`config.mk`:
```
export PLATFORM = sky130hd
export DESIGN_NAME = cht_ram
export DESIGN_NICKNAME = d
export VERILOG_FILES = /design/src/rtl/chained_hash_table_unit_assert.svh /design/src/rtl/cht_ram.sv
export SDC_FILE = /design/constraint.sdc
export NUM_CORES = 2
export LEC_CHECK = 0
export ABC_AREA = 1
export BUFFER_PORTS_ARGS = -buffer_cell sky130_fd_sc_hd__buf_2
export CAP_MARGIN = 20
export CORE_ASPECT_RATIO = 2
export CORE_MARGIN = 10
export CORE_UTILIZATION = 52
export DETAILED_ROUTE_END_ITERATION = 16
export PLACE_DENSITY = 0.76
export SLEW_MARGIN = 30
export SYNTH_ARGS = -nofsm -noshare
export SYNTH_HDL_FRONTEND = slang
export SYNTH_SLANG_ARGS = --single-unit
```
`constraint.sdc`:
```
create_clock -name aclk -period 4.6 [get_ports aclk]
set_clock_uncertainty 0.1 [all_clocks]
set_input_delay 0.69 -clock aclk [delete_from_list [all_inputs] [get_ports aclk]]
set_output_delay 0.69 -clock aclk [all_outputs]
set_load 0.005 [all_outputs]
```
`src/rtl/chained_hash_table_unit_assert.svh`:
```
// Assertion macros shared by the chained hash table RTL.
// Included by modules that check their own control logic; no dependencies.
`ifndef CHAINED_HASH_TABLE_UNIT_ASSERT_SVH
`define CHAINED_HASH_TABLE_UNIT_ASSERT_SVH

// Same-cycle implication, disabled while reset is held.
`define CHT_ASSERT_NOW(label, clk, rstn, ante, cons) \
    label: assert property (@(posedge clk) disable iff (!rstn) (ante) |-> (cons)) \
        else $error("chained hash table check failed");

// Next-cycle implication, disabled while reset is held.
`define CHT_ASSERT_NEXT(label, clk, rstn, ante, cons) \
    label: assert property (@(posedge clk) disable iff (!rstn) (ante) |=> (cons)) \
        else $error("chained hash table check failed");

`endif

```
`src/rtl/cht_ram.sv`:
```
// Generic single-port-write, single-port-read RAM with registered read data.
// No dependencies.
module cht_ram #(
    parameter int WIDTH = 8,
    parameter int DEPTH = 256
) (
    input  logic                     aclk,
    input  logic                     wr_en,
    input  logic [$clog2(DEPTH)-1:0] wr_addr,
    input  logic [WIDTH-1:0]         wr_data,
    input  logic [$clog2(DEPTH)-1:0] rd_addr,
    output logic [WIDTH-1:0]         rd_data
);

    logic [WIDTH-1:0] mem_reg [DEPTH];
    logic [WIDTH-1:0] rd_data_reg;

    always_ff @(posedge aclk) begin
        if (wr_en) begin
            mem_reg[wr_addr] <= wr_data;
        end
        rd_data_reg <= mem_reg[rd_addr];
    end

    assign rd_data = rd_data_reg;

endmodule

```
# == Word level (Yosys, flattened, before mapping) ==
# Memory sizes are Yosys's and may differ from the RTL's. A register that Yosys moved wholly into a read port is not among the register bits.
# Index checks and enable logic that the tools add are counted.
# totals
reg_bits,0
ramBits,2048
input_bits,26
output_inout_bits,8
word_cells,3
mem_count,1
# memory_table
memory,depth,word_bits,read_ports,rd_ports_with_merged_regs,write_ports,line,text
mem_reg,256,8,1,1,1,cht_ram.sv:15,logic [WIDTH-1:0] mem_reg [DEPTH];
# op_classes
mux,2
# ops
cell,count
two-way mux 1 bit,2

# == Depth between registers and ports, before layout ==
# logic_depth
word_depth,2
depth_mapped,15
ltp_nobuf,11

# == Worst setup path after synthesis ==
# Ideal clock, no wire load.
# synth_timing
path_type,input to register
from,input wr_en
to,"memory mem_reg[162][0], enable pin"
setup_ns,0.370
t_arrival_ns,1.811
required_time_ns,4.130
path_slack_ns,2.319
path_stages,4
n_path_buf,2
path_cell_list,clkbuf_1 -> nand3_1 -> clkbuf_1 -> nor2_1
# synth_via
elab_chain_cells,2
# synth_lines
item,line,text
start: declaration,cht_ram.sv:8,"input logic wr_en,"
two-way mux 1 bit,cht_ram.sv:19,if (wr_en) begin
two-way mux 1 bit (not written as such),cht_ram.sv:20,mem_reg[wr_addr] <= wr_data;
end: declaration,cht_ram.sv:15,
# Every way passes these cells.

==> impl_metrics.csv <==
group,metric,value,unit
critical_path,cp.arrival,3.86,ns
detailed_routing,wl_per_cell,25.13,um
synth,ys_warn_count,0,
sta,setup_viol,0,
worst_hold_path,worstHoldPathType,"in -> reg",
pwr,p_leak,30.94,nW
grt,grt_usage,25.19,%
detailed_routing,vias,55120,
critical_path,crit_fanout,51,
detailed_routing,via_per_inst,6.093,
clock_tree,cts_resized,0,
placed_design,pre_cts_slack,0.7704,ns
grt,grt_start_max_net_pins,153,
detailed_routing,drtAntennaViolNets,0,
final_layout,layout.nets,6867,
final_layout,layout-drive-gt1-share,5.524,%
pwr,ir_drop,0.2643,mV
synth,ys_seq_elements,2056,
grt,antenna_found_initial,6,
critical_path,end_kind,"register",
detailed_routing,drt_iter0_drc,7229,
detailed_routing,firstDrtPassIters,6,
clock_tree,htree_levels,4,
worst_hold_path,hold_start,"wr_data[4]",
sta,fmax,0.3071,GHz
clock_tree,cts_hold_buf,0,
sta,grt_setup_unrepaired,"no",
synth,synthMostInstantiatedCell,"nand2_1",
worst_hold_path,hold_depth,1,
critical_path,rr_worst_depth,10,
critical_path,crit_required,5.20,ns
clock_tree,clk_root_buffer_cell,"clkbuf_16",
flow_run,max_cap_viol_count,0,
sta,post-route-period-util,70.79,%
floorplanning,dieArea,177800,um2
sta,slew_viol_final,0,
synth,synth_edf_count,2048,
synth,async_reset_ff_share,0,%
sta,hold_violations,0,
floorplanning,die_h,586.4,um
critical_path,crit_path_start_kind,"input pin",
floorplanning,num_io_pins,34,
clock_tree,cts_setup_buffers,0,
floorplanning,core,159300,um2
synth,avgSynthCellArea,11.91,um2
floorplanning,row_count,207,
grt,grt_pass1_wl,335.7,mm
synth,synth_commonest_cells,"2123 x nand2_1, 2048 x edfxtp_1, 2019 x nand3_1, 283 x nor2_1, 268 x buf_2",
sta,tightestPinTransition,1.117,ns
critical_path,path_class,"in -> reg",
clock_tree,clockBufferDepth,4,
final_layout,syn_to_final_growth,8.291,%
synth,synth_top_area_share,73.74,%
critical_path,r2r_end,"rd_data[6]",
pwr,powerDensity,405.9,nW/um2
sta,post-route-min-period,3.256,ns
synth,synthTopCellsByArea,"edfxtp_1 74%, nand3_1 12%, nand2_1 9.6%",
clock_tree,cts_tree,"built",
synth,netlist_area,83400,um2
synth,synth_nets,7029,
detailed_routing,drc,0,
detailed_routing,routed_wl,227.3,mm
final_layout,largest_reg_flops,2048,
placed_design,hpwl,138.3,mm
synth,synth.distinct_cells,14,
sta,relSlewSlack,25.25,%
sta,tns,0,ns
placed_design,port_buffers,33,
synth,ys.flop_type,"edfxtp_1",
synth,yosysSeqAreaShare,73.94,%
critical_path,crit_path_start,"rd_addr[3]",
critical_path,rr_startpoint,"mem_reg[37][6]",
grt,grt_overflow,0,
grt,grt_pass1_vias,53790,
clock_tree,cts_buffers,165,
worst_hold_path,hold_end,"mem_reg[218][4]",
floorplanning,initial_utilization,52.36,%
critical_path,r2r_slack,2.25,ns
run_status,status,"finished clean",
floorplanning,die_w,303.2,um
clock_tree,cts.sinks,2056,
clock_tree,clock_latency,0.81,ns
placed_design,gp_congestion,0.9238,
sta,setup_ws,1.344,ns
synth,yosysTopAreaCell,"edfxtp_1",
synth,synthCells,7003,
clock_tree,cts.clk_slew.worst_paths,0.07,ns
==> cell type report <==
cell class | count | area, um2
Tap cell | 2090 | 2615
Inverter | 39 | 180.2
Sequential cell | 2056 | 61660
Clock inverter | 78 | 661.9
Antenna cell | 5 | 12.51
Clock buffer | 200 | 4344
Fill cell | 12380 | 68970
Multi-Input combinational cell | 4425 | 19150
Timing Repair Buffer | 154 | 1687
==> kinds of logic (layout without fill, tap and decap cells) <==
kind of cell           Yosys count  count (layout)  share of synthesized area (%)
buffers and inverters          522             471                          3.119
other                            0               5                              0
flip-flops                    2056            2056                          73.94
AND/OR/NAND/NOR               4425            4425                          22.95
==> where the power goes <==
part	switching (mW)	internal, mW
logic	1.82	0.552
registers	0.0227	20.6
clock network	6.34	7.29
total	8.18	28.5
==> metal layers <==
metal  GRT usage, %  vias up  wire length, um  share of wire [%]
li1               -    24450                -                  -
met1          27.84    26660            72190                 32
met2          42.71     3162           114300                 50
met3          3.790      859            19730                8.7
met4          20.59        2            21150                9.3
met5              0        -               15             0.0066
==> layout by cell type, fill, tap and decap left out, drive strengths merged <==
cell type / count
edfxtp: 2048
nand2: 2123
diode: 5
clkbuf: 200
clkinv: 58
buf: 154
dfxtp: 8
inv: 42
bufinv: 10
nor2: 283
nand3: 2019
clkinvlp: 7
==> worst max path at each step <==
stage	endpoint	slack (ns)
6_report	rd_data[6]	1.34
5_1_grt	rd_data[6]	1.33
4_1_cts	rd_data[0]	1.60
3_5_place_dp	rd_data[0]	0.77
3_3_place_gp	rd_data[6]	0.83
2_1_floorplan	mem_reg[162][0]	2.32
==> critical path, stage by stage <==
cell and delay [ns]:
buf_4 0.17, inv_4 0.61, buf_4 0.45, buf_4 0.38
nand3_1 0.21, nand3_1 0.11, nand3_1 0.50, nand3_1 0.37
nand2_1 0.10, nand2_1 0.13, nand2_1 0.06
==> per-stage QoR <==
step | util, % | hold WS, ns | power, mW | instance area (um2) | std cells
finish | 56.70 | 0.2164 | 36.65 | 90310 | 9047
global placement | 53.54 | 0.8981 | 23.34 | 85280 | 8764
CTS | 56.68 | 0.1861 | 36.65 | 90290 | 9042
global route | 56.69 | 0.2125 | 37.47 | 90300 | 9043
floorplan | - | 0.6889 | 22.33 | 83400 | 7003
detailed placement | 53.54 | 0.9126 | 23.38 | 85280 | 8764
Power figures use the tool's default switching activity.
