`src/rtl/chained_hash_table_unit_assert.svh`:
```
// Assertion macros shared by the chained hash table RTL.
// Included by modules that check their own control logic; no dependencies.
`ifndef CHAINED_HASH_TABLE_UNIT_ASSERT_SVH
`define CHAINED_HASH_TABLE_UNIT_ASSERT_SVH

// Same-cycle implication, disabled while reset is held.
`define CHT_ASSERT_NOW(label, clk, rstn, ante, cons) \
    label: assert property (@(posedge clk) disable iff (!rstn) (ante) |-> (cons)) \
        else $error("chained hash table check failed");

// Next-cycle implication, disabled while reset is held.
`define CHT_ASSERT_NEXT(label, clk, rstn, ante, cons) \
    label: assert property (@(posedge clk) disable iff (!rstn) (ante) |=> (cons)) \
        else $error("chained hash table check failed");

`endif

```
`src/rtl/cht_pkg.sv`:
```
// Package for the chained hash table: field widths, action and status codes.
// No dependencies; used by cht_hash, the top level and the testbench.
package cht_pkg;

    localparam int ACTION_W  = 2;
    localparam int KEY_W     = 32;
    localparam int STATUS_W  = 2;
    localparam int BUCKET_W  = 4;
    localparam int S_TDATA_W = 40;
    localparam int M_TDATA_W = 8;

    localparam int DIGIT_W = 8;
    localparam int DIGITS  = KEY_W / DIGIT_W;
    localparam int CNT_W   = 3;

    typedef logic [ACTION_W-1:0] action_t;
    typedef logic [KEY_W-1:0]    key_t;
    typedef logic [STATUS_W-1:0] status_t;

    localparam action_t ACT_INSERT = 2'd0;
    localparam action_t ACT_SEARCH = 2'd1;
    localparam action_t ACT_DELETE = 2'd2;

    localparam status_t STAT_OK   = 2'd0;
    localparam status_t STAT_MISS = 2'd1;
    localparam status_t STAT_FULL = 2'd2;

endpackage

```
`src/rtl/cht_hash.sv`:
```
// Bucket hash unit: signed key modulo BUCKETS, non-negative, one byte a cycle.
// Depends on cht_pkg.
module cht_hash #(
    parameter int BUCKETS = 10
) (
    input  logic                  aclk,
    input  logic                  aresetn,
    input  logic                  start,
    input  cht_pkg::key_t         key,
    output logic                  done,
    output logic [((BUCKETS > 1) ? $clog2(BUCKETS) : 1)-1:0] bucket
);

    localparam int BKW = (BUCKETS > 1) ? $clog2(BUCKETS) : 1;
    localparam int RW  = $clog2(BUCKETS + 1) + 1;
    localparam logic [63:0]   WRAP64   = (64'd1 << cht_pkg::KEY_W) % 64'(BUCKETS);
    localparam logic [RW-1:0] WRAP_MOD = WRAP64[RW-1:0];
    localparam logic [RW-1:0] B_RW     = RW'(BUCKETS);
    localparam logic [cht_pkg::CNT_W-1:0] LAST_CNT = cht_pkg::CNT_W'(cht_pkg::DIGITS);

    logic                      busy_reg, busy_next;
    logic                      done_reg, done_next;
    logic [cht_pkg::CNT_W-1:0] cnt_reg, cnt_next;
    logic [RW-1:0]             rem_reg, rem_next;
    cht_pkg::key_t             shift_reg, shift_next;
    logic                      neg_reg, neg_next;
    logic [RW-1:0]             digit_rem;
    logic [RW-1:0]             fixed_rem;

    always_comb begin
        logic [RW-1:0] t;
        t = rem_reg;
        for (int i = 0; i < cht_pkg::DIGIT_W; i++) begin
            t = {t[RW-2:0], shift_reg[cht_pkg::KEY_W-1-i]};
            if (t >= B_RW) begin
                t = t - B_RW;
            end
        end
        digit_rem = t;
    end

    // A negative key is its bit pattern less two to the power of the key width.
    always_comb begin
        if (!neg_reg) begin
            fixed_rem = rem_reg;
        end else if (rem_reg >= WRAP_MOD) begin
            fixed_rem = rem_reg - WRAP_MOD;
        end else begin
            fixed_rem = rem_reg + B_RW - WRAP_MOD;
        end
    end

    always_comb begin
        busy_next  = busy_reg;
        done_next  = 1'b0;
        cnt_next   = cnt_reg;
        rem_next   = rem_reg;
        shift_next = shift_reg;
        neg_next   = neg_reg;
        if (start) begin
            busy_next  = 1'b1;
            cnt_next   = '0;
            rem_next   = '0;
            shift_next = key;
            neg_next   = key[cht_pkg::KEY_W-1];
        end else if (busy_reg) begin
            if (cnt_reg == LAST_CNT) begin
                rem_next  = fixed_rem;
                busy_next = 1'b0;
                done_next = 1'b1;
            end else begin
                rem_next   = digit_rem;
                shift_next = {shift_reg[cht_pkg::KEY_W-cht_pkg::DIGIT_W-1:0],
                              {cht_pkg::DIGIT_W{1'b0}}};
                cnt_next   = cnt_reg + 1'b1;
            end
        end
    end

    always_ff @(posedge aclk) begin
        if (!aresetn) begin
            busy_reg <= 1'b0;
            done_reg <= 1'b0;
        end else begin
            busy_reg <= busy_next;
            done_reg <= done_next;
        end
        cnt_reg   <= cnt_next;
        rem_reg   <= rem_next;
        shift_reg <= shift_next;
        neg_reg   <= neg_next;
    end

    assign done   = done_reg;
    assign bucket = rem_reg[BKW-1:0];

endmodule

```
`config.mk`:
```
export PLATFORM = sky130hd
export DESIGN_NAME = cht_hash
export DESIGN_NICKNAME = d
export VERILOG_FILES = /design/src/rtl/chained_hash_table_unit_assert.svh /design/src/rtl/cht_pkg.sv /design/src/rtl/cht_hash.sv
export SDC_FILE = /design/constraint.sdc
export NUM_CORES = 1
export LEC_CHECK = 0
export BUFFER_PORTS_ARGS = -buffer_cell sky130_fd_sc_hd__buf_4
export CORE_UTILIZATION = 59
export CTS_CLUSTER_DIAMETER = 30
export DETAILED_ROUTE_END_ITERATION = 10
export HOLD_SLACK_MARGIN = 0.15
export PLACE_DENSITY = 0.81
export SYNTH_ARGS = -nofsm -noshare
export SYNTH_HDL_FRONTEND = slang
export SYNTH_SLANG_ARGS = --single-unit
```
`constraint.sdc`:
```
create_clock -name aclk -period 9.94 [get_ports aclk]
set_input_delay 1.988 -clock aclk [delete_from_list [all_inputs] [get_ports aclk]]
set_output_delay 1.988 -clock aclk [all_outputs]
set_load 0.02 [all_outputs]
```
Word level (Yosys, flattened, before mapping) --
Index checks and enable logic that the tools add are counted.
Cells by class: order comparisons 9, reductions and logical operators 5, bitwise logic cells 3, multiplexer cells 18, $add $sub $neg 12, eq/ne operators 3
Operators with widths (number):
- 32-bit 2-to-1 mux | 3
- 5-bit by 4-bit greater-or-equal comparator with 1-bit output, second input constant | 8
- 4-bit 2-to-1 mux | 7
- 4-bit subtractor, second input constant | 7
- 5-bit 2-to-1 mux | 4
- 5-bit by 3-bit subtractor with 5-bit output, second input constant | 2
- 2-bit AND reduction | 3
- 5-bit by 4-bit adder with 5-bit output, second input constant | 1
- 5-bit by 3-bit greater-or-equal comparator with 1-bit output, second input constant | 1
- 5-bit by 4-bit subtractor with 5-bit output, second input constant | 1
- 1-bit 2-to-1 mux | 4
- 2-bit inequality test, second input constant | 2
- 3-bit by 1-bit adder with 3-bit output, second input constant | 1
- 3-bit == test, second input constant | 1
- 1-bit inverter | 3
- 3-bit OR reduction | 1
- 2-bit nonzero test | 1
Word-level totals: register bits 43, output and inout bits 5, logic and storage cells 56

Longest topological paths before layout --
Gate-level depths: netlist of the first run.
word-level depth 17, mapped depth 39, gate-level depth less buffers 34

Worst setup path before layout of the first run --
Ideal clock, no wire load.
path kind flip-flop to flip-flop, start register rem_reg[3], end register rem_reg[2], required time 9.836 ns, library setup time 0.104 ns, stages on the path, launching flop included 37, path slack 2.838 ns, arrival time 6.999 ns, cells stage by stage dfxtp_1 > buf_4 > clkinv_1 > ha_1 > and2b_4 > nor2_1 > a21oi_1 > ha_1 > buf_2 > and3_1 > o21ai_1 > xnor2_1 > ha_1 > buf_1 > o31ai_1 > mux2_2 > and2_1 > inv_1 > ha_1 > inv_1 > o31a_1 > or2_1 > ha_1 > o21bai_1 > a221oi_2 > ha_1 > or2_2 > o32ai_2 > or2_1 > buf_6 > o221ai_1 > ha_1 > clkbuf_1 > o21a_1 > a211o_2 > mux2i_1 > a2111oi_2
On the way: longest elaborated chain between the ends 17
Ends and longest elaborated chain:
- from (decl) | RTL line cht_hash.sv:24 | logic [RW-1:0] rem_reg, rem_next;
- from (signal assigned) | RTL line cht_hash.sv:89 | rem_reg <= rem_next;
- 5-bit by 4-bit greater-or-equal comparator with 1-bit output | RTL line cht_hash.sv:35 | if (t >= B_RW) begin
- 4-bit 2-to-1 mux | RTL line cht_hash.sv:35
- 4-bit subtractor or 5-bit by 4-bit greater-or-equal comparator with 1-bit output (tied branches) | RTL line cht_hash.sv:36, cht_hash.sv:35
- 4-bit 2-to-1 mux | RTL line cht_hash.sv:35
- 4-bit subtractor or 5-bit by 4-bit greater-or-equal comparator with 1-bit output (tied branches) | RTL line cht_hash.sv:36, cht_hash.sv:35
- 4-bit 2-to-1 mux | RTL line cht_hash.sv:35
- 4-bit subtractor or 5-bit by 4-bit greater-or-equal comparator with 1-bit output (tied branches) | RTL line cht_hash.sv:36, cht_hash.sv:35
- 4-bit 2-to-1 mux | RTL line cht_hash.sv:35
- 5-bit by 4-bit greater-or-equal comparator with 1-bit output or 4-bit subtractor (tied branches) | RTL line cht_hash.sv:35, cht_hash.sv:36
- 4-bit 2-to-1 mux | RTL line cht_hash.sv:35
- 5-bit by 4-bit greater-or-equal comparator with 1-bit output or 4-bit subtractor (tied branches) | RTL line cht_hash.sv:35, cht_hash.sv:36
- 4-bit 2-to-1 mux | RTL line cht_hash.sv:35
- 4-bit subtractor or 5-bit by 4-bit greater-or-equal comparator with 1-bit output (tied branches) | RTL line cht_hash.sv:36, cht_hash.sv:35
- 4-bit 2-to-1 mux | RTL line cht_hash.sv:35
- 5-bit by 4-bit subtractor with 5-bit output or 5-bit by 4-bit greater-or-equal comparator with 1-bit output (tied branches) | RTL line cht_hash.sv:36, cht_hash.sv:35
- 5-bit 2-to-1 mux | RTL line cht_hash.sv:35
- 5-bit 2-to-1 mux (*) | RTL line cht_hash.sv:67 | if (cnt_reg == LAST_CNT) begin
Mark *: on every way between the ends. The rest lies on a longest branch, timed or not. The select of a mux whose other input is x is not followed. A chain may end at the register's enable or synchronous reset.

Worst setup path in the final report of the first run --
Ends and elaborated chain as after synthesis.

==> results of run 1 <==
routing by layer:
layer | routed length, microns | track usage [%] | vias up | share of wire [%]
li1 | - | - | 1274 | -
met1 | 2980 | 29.5 | 1234 | 45
met2 | 3270 | 39.8 | 78 | 49
met3 | 309 | 4.19 | 8 | 4.7
met4 | 81 | 6.92 | 0 | 1.2
met5 | 0 | 0 | - | 0
through the flow:
stage	area, sq um	cells
5_1_grt	3640	420
3_3_place_gp	3510	412
4_1_cts	3640	420
6_report	3640	420
2_1_floorplan	3230	321
3_5_place_dp	3510	412
placed cells by master, fill, tap and decap left out, types with 6 or more instances in the layout:
cell,instances
a2111oi_0,7
a21oi_1,18
and2_1,14
buf_4,40
clkbuf_8,6
dfxtp_1,10
edfxtp_1,33
ha_1,14
inv_1,18
mux2_2,27
mux2i_1,7
nand2_1,11
nor2_1,26
nor3_1,11
o21ai_0,8
worst max-delay path by stage:
stage / slack [ps] / depth (start not counted) / start / end
2_1_floorplan: 2840 / 36 / rem_reg[3] / rem_reg[2]
3_3_place_gp: 2300 / 31 / rem_reg[3] / rem_reg[2]
3_5_place_dp: 1990 / 31 / rem_reg[3] / rem_reg[2]
4_1_cts: 1950 / 31 / rem_reg[3] / rem_reg[2]
5_1_grt: 1170 / 31 / rem_reg[3] / rem_reg[4]
6_report: 1840 / 31 / rem_reg[3] / rem_reg[2]
critical path: cells and delay by family, from the launching register on:
kind            cells  cell delay (ps)
simple gates        6             1470
compound gates     12             2550
buf+inv             3              460
flops               1              630
xor+xnor            1              300
fa+ha+maj           7             2120
mux                 2              440
layout make-up:
cell class	count	share of cell area [%]
repair buffers	40	8.26
clock buffers	6	2.27
inverters	20	2.06
well taps	70	2.41
multi-input cells	239	51.2
clock inverters	2	1.07
flip-flops and latches	43	32.8
cells by family (layout without fill, tap and decap cells):
group | Yosys count | in the layout | share of synthesized area [%]
AND/OR/NAND/NOR | 97 | 97 | 16.6
AO/OA/AOI/OAI | 88 | 88 | 22.4
flip-flops | 43 | 43 | 36.8
buffers and inverters | 39 | 68 | 5.61
multiplexers | 34 | 34 | 11.6
adder cells (fa/ha/maj) | 14 | 14 | 5.42
XOR/XNOR | 6 | 6 | 1.63
==> flow_summary.yaml, run 1 <==
synth:
  syn-num-nets: 370
  synth.most_common_cell: "edfxtp_1"
  synth_seq_area_share_pct: 36.8
  yosysWarnings: 0
  synthTopCellsByCount: "33 x edfxtp_1, 27 x mux2_2, 26 x nor2_1"
  synthArstFlopShare_pct: 0
  synth_top_area_share_pct: 30.7
  synth_cell_type_count: 71
  synth_area_leaders: "edfxtp_1 31%, mux2_2 9.4%, dfxtp_1 6.2%, ha_1 5.4%, nor2_1 3.0%"
  avgSynthCellArea_sq_um: 10.1
  syn_area_sq_um: 3230
  synth_top_cell_by_area: "edfxtp_1"
  synth-main-ff-cell: "edfxtp_1"
  ys_ff_latch: 43
  synth_enable_flop_cells: 33
  postSynthCellCount: 321
drt:
  drtIter0Drc: 158
  drtAntennaViolNets: 0
  post_drt_wl_per_cell_microns: 15.8
  vias: 2594
  routed_wl_microns: 6640
  routed_via_density: 6.18
  drc: 0
  dr.pass1.iters: 4
floorplan:
  die_y_microns: 76.0
  dieWidth_microns: 76.0
  core_sq_um: 5200
  rows: 26
  start_util_pct: 62.1
  die_area_sq_um: 5780
  ios: 40
worst_setup_path:
  crit_slowest_cell: "dfxtp_1"
  rrSetupSlack_ps: 1840
  max_stage_delay_ps: 630
  worstReg2RegStart: "rem_reg[3]"
  critPathArrivalTime_ps: 8310
  r2r-end: "rem_reg[2]"
  worstSetupStartpointType: "flop"
  worst_setup_path_end_kind: "flop"
  path_class: "flop to flop"
  critical_path_required_ps: 10140
  critPathMostFrequentCell: "ha_1"
  worstRegToRegCells: 31
  crit_path_max_fanout: 12
min_path:
  holdPathEnd: "rem_reg[0]"
  hp-class: "flop to flop"
  hold_depth: 2
  hp-start: "shift_reg[24]"
clocking:
  cts_tree: "yes"
  cts.clk_slew.worst_paths_ps: 90
  ctsHoldBuffers: 0
  cts_resized: 0
  cts-root-buf: "clkbuf_8"
  h-tree-depth: 2
  clk_path_buf_depth: 2
  cts_setup_buffers: 0
  clkSinkCount: 43
  cts_buffers: 5
  clkLatencyLatePin_ps: 300
placement:
  pre_cts_ws_ps: 1990
  gp_congestion: 0.913
  dpl.hpwl_microns: 4870
  io_buffer_count: 39
cells_and_area:
  area_delta_synth_final_pct: 12.5
  diodes: 0
  drive_gt1_share_pct: 27.1
  multi_input_area_sq_um: 1860
  seqCellArea_sq_um: 1190
  fin_util_pct: 69.9
  nets: 398
  fill_cells: 406
  largest_reg_flops: 32
global_routing:
  grt_overflow: 0
  grt_pass1_wl_microns: 11100
  grtUsageTotal_pct: 23.1
  grt_pass1_vias: 2464
  grt_antenna_before_repair: 0
  grt_max_degree: 45
sta:
  finClkSkew_ps: 11.9
  layout_setup_ws_ps: 1840
  finalCritPeriodShare_pct: 81.5
  tns_ps: 0
  slew_violations: 0
  rsz0062_at_grt: "false"
  slew-limit-headroom_pct: 51.5
  hold_ws_ps: 492
  hold_viol_final: 0
  setup_viol: 0
  worst_slew_pin_slew_ps: 727
  fmax_ghz: 0.123
  fin_crit_ps: 8100
outcome:
  status: "finished, final reports clean"
job:
  cap_violations: 0
Power of run 1 is left out: the tool's default activity adds up to more than one toggle a clock period on the data nets, which glitch-free logic cannot reach.
==> run 2: changes to the inputs <==
==> constraint.sdc (replaced) <==
create_clock -name aclk -period 7.7 [get_ports aclk]
set_input_delay 1.54 -clock aclk [delete_from_list [all_inputs] [get_ports aclk]]
set_output_delay 1.54 -clock aclk [all_outputs]
set_load 0.02 [all_outputs]
==> run 2 against run 1 <==
Flip-flop and latch count did not move; final area grew 2.1%; core utilization increased by 1.5 points; wire length rose by 4.7%; sequential share of layout area decreased by 0.67 points; largest cell class unchanged.
==> flow_summary.yaml, run 2 (synthesis gave the netlist of run 1 again) <==
outcome:
  status: "finished, final reports clean"
clocking:
  h-tree-depth: 2
  cts.clk_slew.worst_paths_ps: 90
  clkLatencyLatePin_ps: 300
  clk_path_buf_depth: 2
  cts_buffers: 5
  clkSinkCount: 43
  cts-root-buf: "clkbuf_8"
  ctsHoldBuffers: 0
  cts_tree: "yes"
sta:
  worst_slew_pin_slew_ps: 747
  slew_violations: 0
  finalCritPeriodShare_pct: 95.7
  slew-limit-headroom_pct: 50.2
  finClkSkew_ps: 9.98
  fin_crit_ps: 7370
  hold_viol_final: 0
  setup_viol: 0
  fmax_ghz: 0.136
drt:
  routed_via_density: 6.25
  vias: 2682
  post_drt_wl_per_cell_microns: 16.2
  wl_met3_microns: 398
  drtAntennaViolNets: 0
  dr.pass1.iters: 4
  routed_wl_microns: 6950
  drc: 0
  drtIter0Drc: 183
  wirelength_met1_microns: 2870
  route.top_layer_used: "met4"
  wl_met2_microns: 3540
worst_setup_path:
  cp-startpoint: "rem_reg[0]"
  r2r-end: "rem_reg[2]"
  worstReg2RegStart: "rem_reg[0]"
  path_class: "flop to flop"
  worst_setup_path_end_kind: "flop"
  crit_path_max_fanout: 10
  worstRegToRegCells: 32
  rrSetupSlack_ps: 330
  crit_slowest_cell: "dfxtp_1"
  worstSetupStartpointType: "flop"
  critPathArrivalTime_ps: 7570
  critPathMostFrequentCell: "ha_2"
  critical_path_required_ps: 7900
  cp-endpoint: "rem_reg[2]"
  max_stage_delay_ps: 470
cells_and_area:
  mostFrequentLayoutCells: "48 x buf_4, 33 x edfxtp_1, 27 x mux2_2"
  nets: 407
  fin_area_sq_um: 3710
  area_delta_synth_final_pct: 14.8
  layout_commonest_cell: "buf_4"
  drive_gt1_share_pct: 30.6
  fill_cells: 391
  largest_reg_flops: 32
  diodes: 0
floorplan:
  rows: 26
  dieWidth_microns: 76.0
  die_y_microns: 76.0
  ios: 40
  core_sq_um: 5200
  die_area_sq_um: 5780
  start_util_pct: 62.1
placement:
  gp_congestion: 0.949
  io_buffer_count: 39
  postPlaceCellArea_sq_um: 3570
  dpl.hpwl_microns: 5040
global_routing:
  grt_overflow: 0
  grt_pass1_vias: 2681
  grt_antenna_before_repair: 0
  grt_pass1_wl_microns: 11300
  grt_max_degree: 45
  grtUsageTotal_pct: 23.9
job:
  cap_violations: 0
min_path:
  hp-class: "flop to flop"
## run 2: cell types whose count changed in the layout (fill, tap and decap cells not counted), sizes merged
| cell | delta |
|---|---|
| buf | +8 |
| clkinv | +2 |
| inv | -1 |
## run 2: area by class of cell
| cell class | instances | area [sq um] | area share (%) |
|---|---|---|---|
| clock inverter | 3 | 43.8 | 1.18 |
| timing repair buffer | 49 | 365 | 9.84 |
| multi-input combinational | 239 | 1880 | 50.7 |
| inverter | 20 | 75.1 | 2.02 |
| tap | 70 | 87.6 | 2.36 |
| sequential | 43 | 1190 | 32.1 |
| clock buffer | 5 | 68.8 | 1.85 |
## run 2: how the worst min path moves through the flow
stage | slack [ps] | from | depth (start not counted) | endpoint
3_3_place_gp | 480 | shift_reg[24] | 2 | rem_reg[0]
3_5_place_dp | 500 | shift_reg[24] | 2 | rem_reg[0]
4_1_cts | 520 | shift_reg[24] | 2 | rem_reg[0]
5_1_grt | 540 | shift_reg[24] | 2 | rem_reg[0]
2_1_floorplan | 450 | shift_reg[24] | 2 | rem_reg[0]
6_report | 520 | shift_reg[24] | 2 | rem_reg[0]
## run 2: worst max-delay path: cells and delay by family, from the launching register on
| family | cells | cell delay, ps |
|---|---|---|
| AOI/OAI and AO/OA | 11 | 2270 |
| adders and majority gates | 7 | 1790 |
| and+or+nand+nor | 7 | 1610 |
| DFF | 1 | 470 |
| buffers and inverters | 4 | 440 |
| muxes | 2 | 430 |
| xor gates and xnor gates | 1 | 230 |
## run 2: per-stage QoR
| step | TNS [ps] | hold slack, ps | setup slack [ps] | utilization (%) | instances |
|---|---|---|---|---|---|
| after floorplan | 0 | 448 | 598 | - | 321 |
| after global placement | 0 | 475 | 430 | 68.5 | 419 |
| after detailed placement | 0 | 495 | 49.7 | 68.5 | 419 |
| after CTS | 0 | 517 | 26.1 | 70.7 | 427 |
| after global routing | -28.0 | 541 | -28.0 | 71.3 | 429 |
| final | 0 | 518 | 332 | 71.3 | 429 |
## run 2: timing repair
| action | CTS | global route |
|---|---|---|
| setup endpoints to repair | 0 | 4 |
| buffers inserted | 0 | 2 |
| gates resized for setup | 0 | 6 |
## run 2: per-layer routing
metal  up-vias  track usage, %
met4         0            8.27
met5         -               0
met1      1269            27.7
met2        99            43.4
li1       1292               -
met3        22            5.51
Power of run 2 is left out for the same reason.
==> run 3: changes to the inputs <==
--- a/config.mk
+++ b/config.mk
@@ -11,6 +11,7 @@
 export DETAILED_ROUTE_END_ITERATION = 10
 export HOLD_SLACK_MARGIN = 0.15
 export PLACE_DENSITY = 0.81
+export RECOVER_POWER = 50
 export SYNTH_ARGS = -nofsm -noshare
 export SYNTH_HDL_FRONTEND = slang
 export SYNTH_SLANG_ARGS = --single-unit
==> run 3 against run 2 <==
Final area down 0.10%; non-clock buffer count unchanged; sequential share of layout area about the same; worst hold slack worse by 7.3 ps; critical path depth unchanged; core utilization down 0.072 points; critical endpoint unchanged; highest routed layer unchanged.
==> flow_summary.yaml, run 3 (synthesis gave the netlist of run 1 again) <==
sta:
  finalCritPeriodShare_pct: 95.7
  worst_slew_pin_slew_ps: 746
  slew_violations: 0
  setup_viol: 0
  slew-limit-headroom_pct: 50.3
  hold_viol_final: 0
  fin_crit_ps: 7370
  fmax_ghz: 0.136
  finClkSkew_ps: 9.48
worst_setup_path:
  crit_family: "compound AO/OA/AOI/OAI gates"
  path_buf_inv: 4
  critical_path_required_ps: 7900
  crit_path_max_fanout: 10
  worstSetupStartpointType: "flop"
  max_stage_delay_ps: 470
  crit_slowest_cell: "dfxtp_1"
  critPathMostFrequentCell: "ha_2"
  critPathArrivalTime_ps: 7570
  worst_setup_path_end_kind: "flop"
  path_class: "flop to flop"
global_routing:
  grt_overflow: 0
  grt_pass1_vias: 2681
  grtUsageTotal_pct: 23.9
  grt_antenna_before_repair: 0
  grt_max_degree: 45
  grt_pass1_wl_microns: 11300
cells_and_area:
  layout_commonest_cell: "buf_4"
  fill_cells: 391
  diodes: 0
  nets: 407
  fin_area_sq_um: 3710
  mostFrequentLayoutCells: "46 x buf_4, 33 x edfxtp_1, 27 x mux2_2"
  drive_gt1_share_pct: 30.4
  seqCellArea_sq_um: 1190
  area_delta_synth_final_pct: 14.7
  largest_reg_flops: 32
  multi_input_area_sq_um: 1880
drt:
  drtIter0Drc: 183
  drtAntennaViolNets: 0
  routed_wl_microns: 6960
  dr.pass1.iters: 4
  vias: 2683
  routed_via_density: 6.25
  post_drt_wl_per_cell_microns: 16.2
  drc: 0
placement:
  dpl.hpwl_microns: 5040
  io_buffer_count: 39
  postPlaceCellArea_sq_um: 3570
  gp_congestion: 0.949
floorplan:
  core_sq_um: 5200
  dieWidth_microns: 76.0
  start_util_pct: 62.1
  rows: 26
  die_area_sq_um: 5780
  die_y_microns: 76.0
  ios: 40
clocking:
  clk_path_buf_depth: 2
  clkLatencyLatePin_ps: 300
  cts.clk_slew.worst_paths_ps: 90
  ctsHoldBuffers: 0
  cts_buffers: 5
  h-tree-depth: 2
  clkSinkCount: 43
  cts-root-buf: "clkbuf_8"
  cts_tree: "yes"
job:
  cap_violations: 0
outcome:
  status: "finished, final reports clean"
min_path:
  hp-class: "flop to flop"
## run 3: layout make-up
| type | count | share of cell area, % |
|---|---|---|
| flip-flops and latches | 43 | 32.1 |
| clock buffers | 5 | 1.86 |
| multi-input cells | 239 | 50.7 |
| well taps | 70 | 2.36 |
| repair buffers | 49 | 9.75 |
| inverters | 20 | 2.02 |
| clock inverters | 3 | 1.18 |
## run 3: worst min-delay path: cells and delay by family (launching register included)
kind	cells	cell delay (ps)
AND/OR/NAND/NOR	1	70
AO/OA/AOI/OAI	1	60
flip-flops	1	340
## run 3: final timing paths
| check | from | endpoint | slack [ps] | cells after the start |
|---|---|---|---|---|
| max | rem_reg[0] | rem_reg[2] | 330 | 32 |
| min reg2reg | shift_reg[24] | rem_reg[0] | 510 | 2 |
| max reg2reg | rem_reg[0] | rem_reg[2] | 330 | 32 |
| min | shift_reg[24] | rem_reg[0] | 510 | 2 |
## run 3: timing repair
item	4_1_cts	5_1_grt
buffers inserted	0	2
endpoints found under the setup margin	0	4
gates resized for setup	0	6
## run 3: metrics by stage
stage | util, % | worst slack, ps | cells | TNS [ps] | hold WS (ps)
after floorplan | - | 598 | 321 | 0 | 448
after global placement | 68.5 | 430 | 419 | 0 | 475
after detailed placement | 68.5 | 49.7 | 419 | 0 | 495
after CTS | 70.7 | 26.1 | 427 | 0 | 517
after global routing | 71.3 | -28.0 | 429 | -28.0 | 541
final | 71.3 | 332 | 429 | 0 | 511
## run 3: routing by layer
metal | vias to the layer above | part of all wire (%) | track usage [%] | wire length (microns)
met5 | - | 0 | 0 | 0
met4 | 0 | 2.0 | 8.27 | 142
met3 | 22 | 5.7 | 5.51 | 395
met2 | 103 | 51 | 43.4 | 3540
met1 | 1267 | 41 | 27.7 | 2890
li1 | 1291 | - | - | -
Power of run 3 is left out for the same reason.
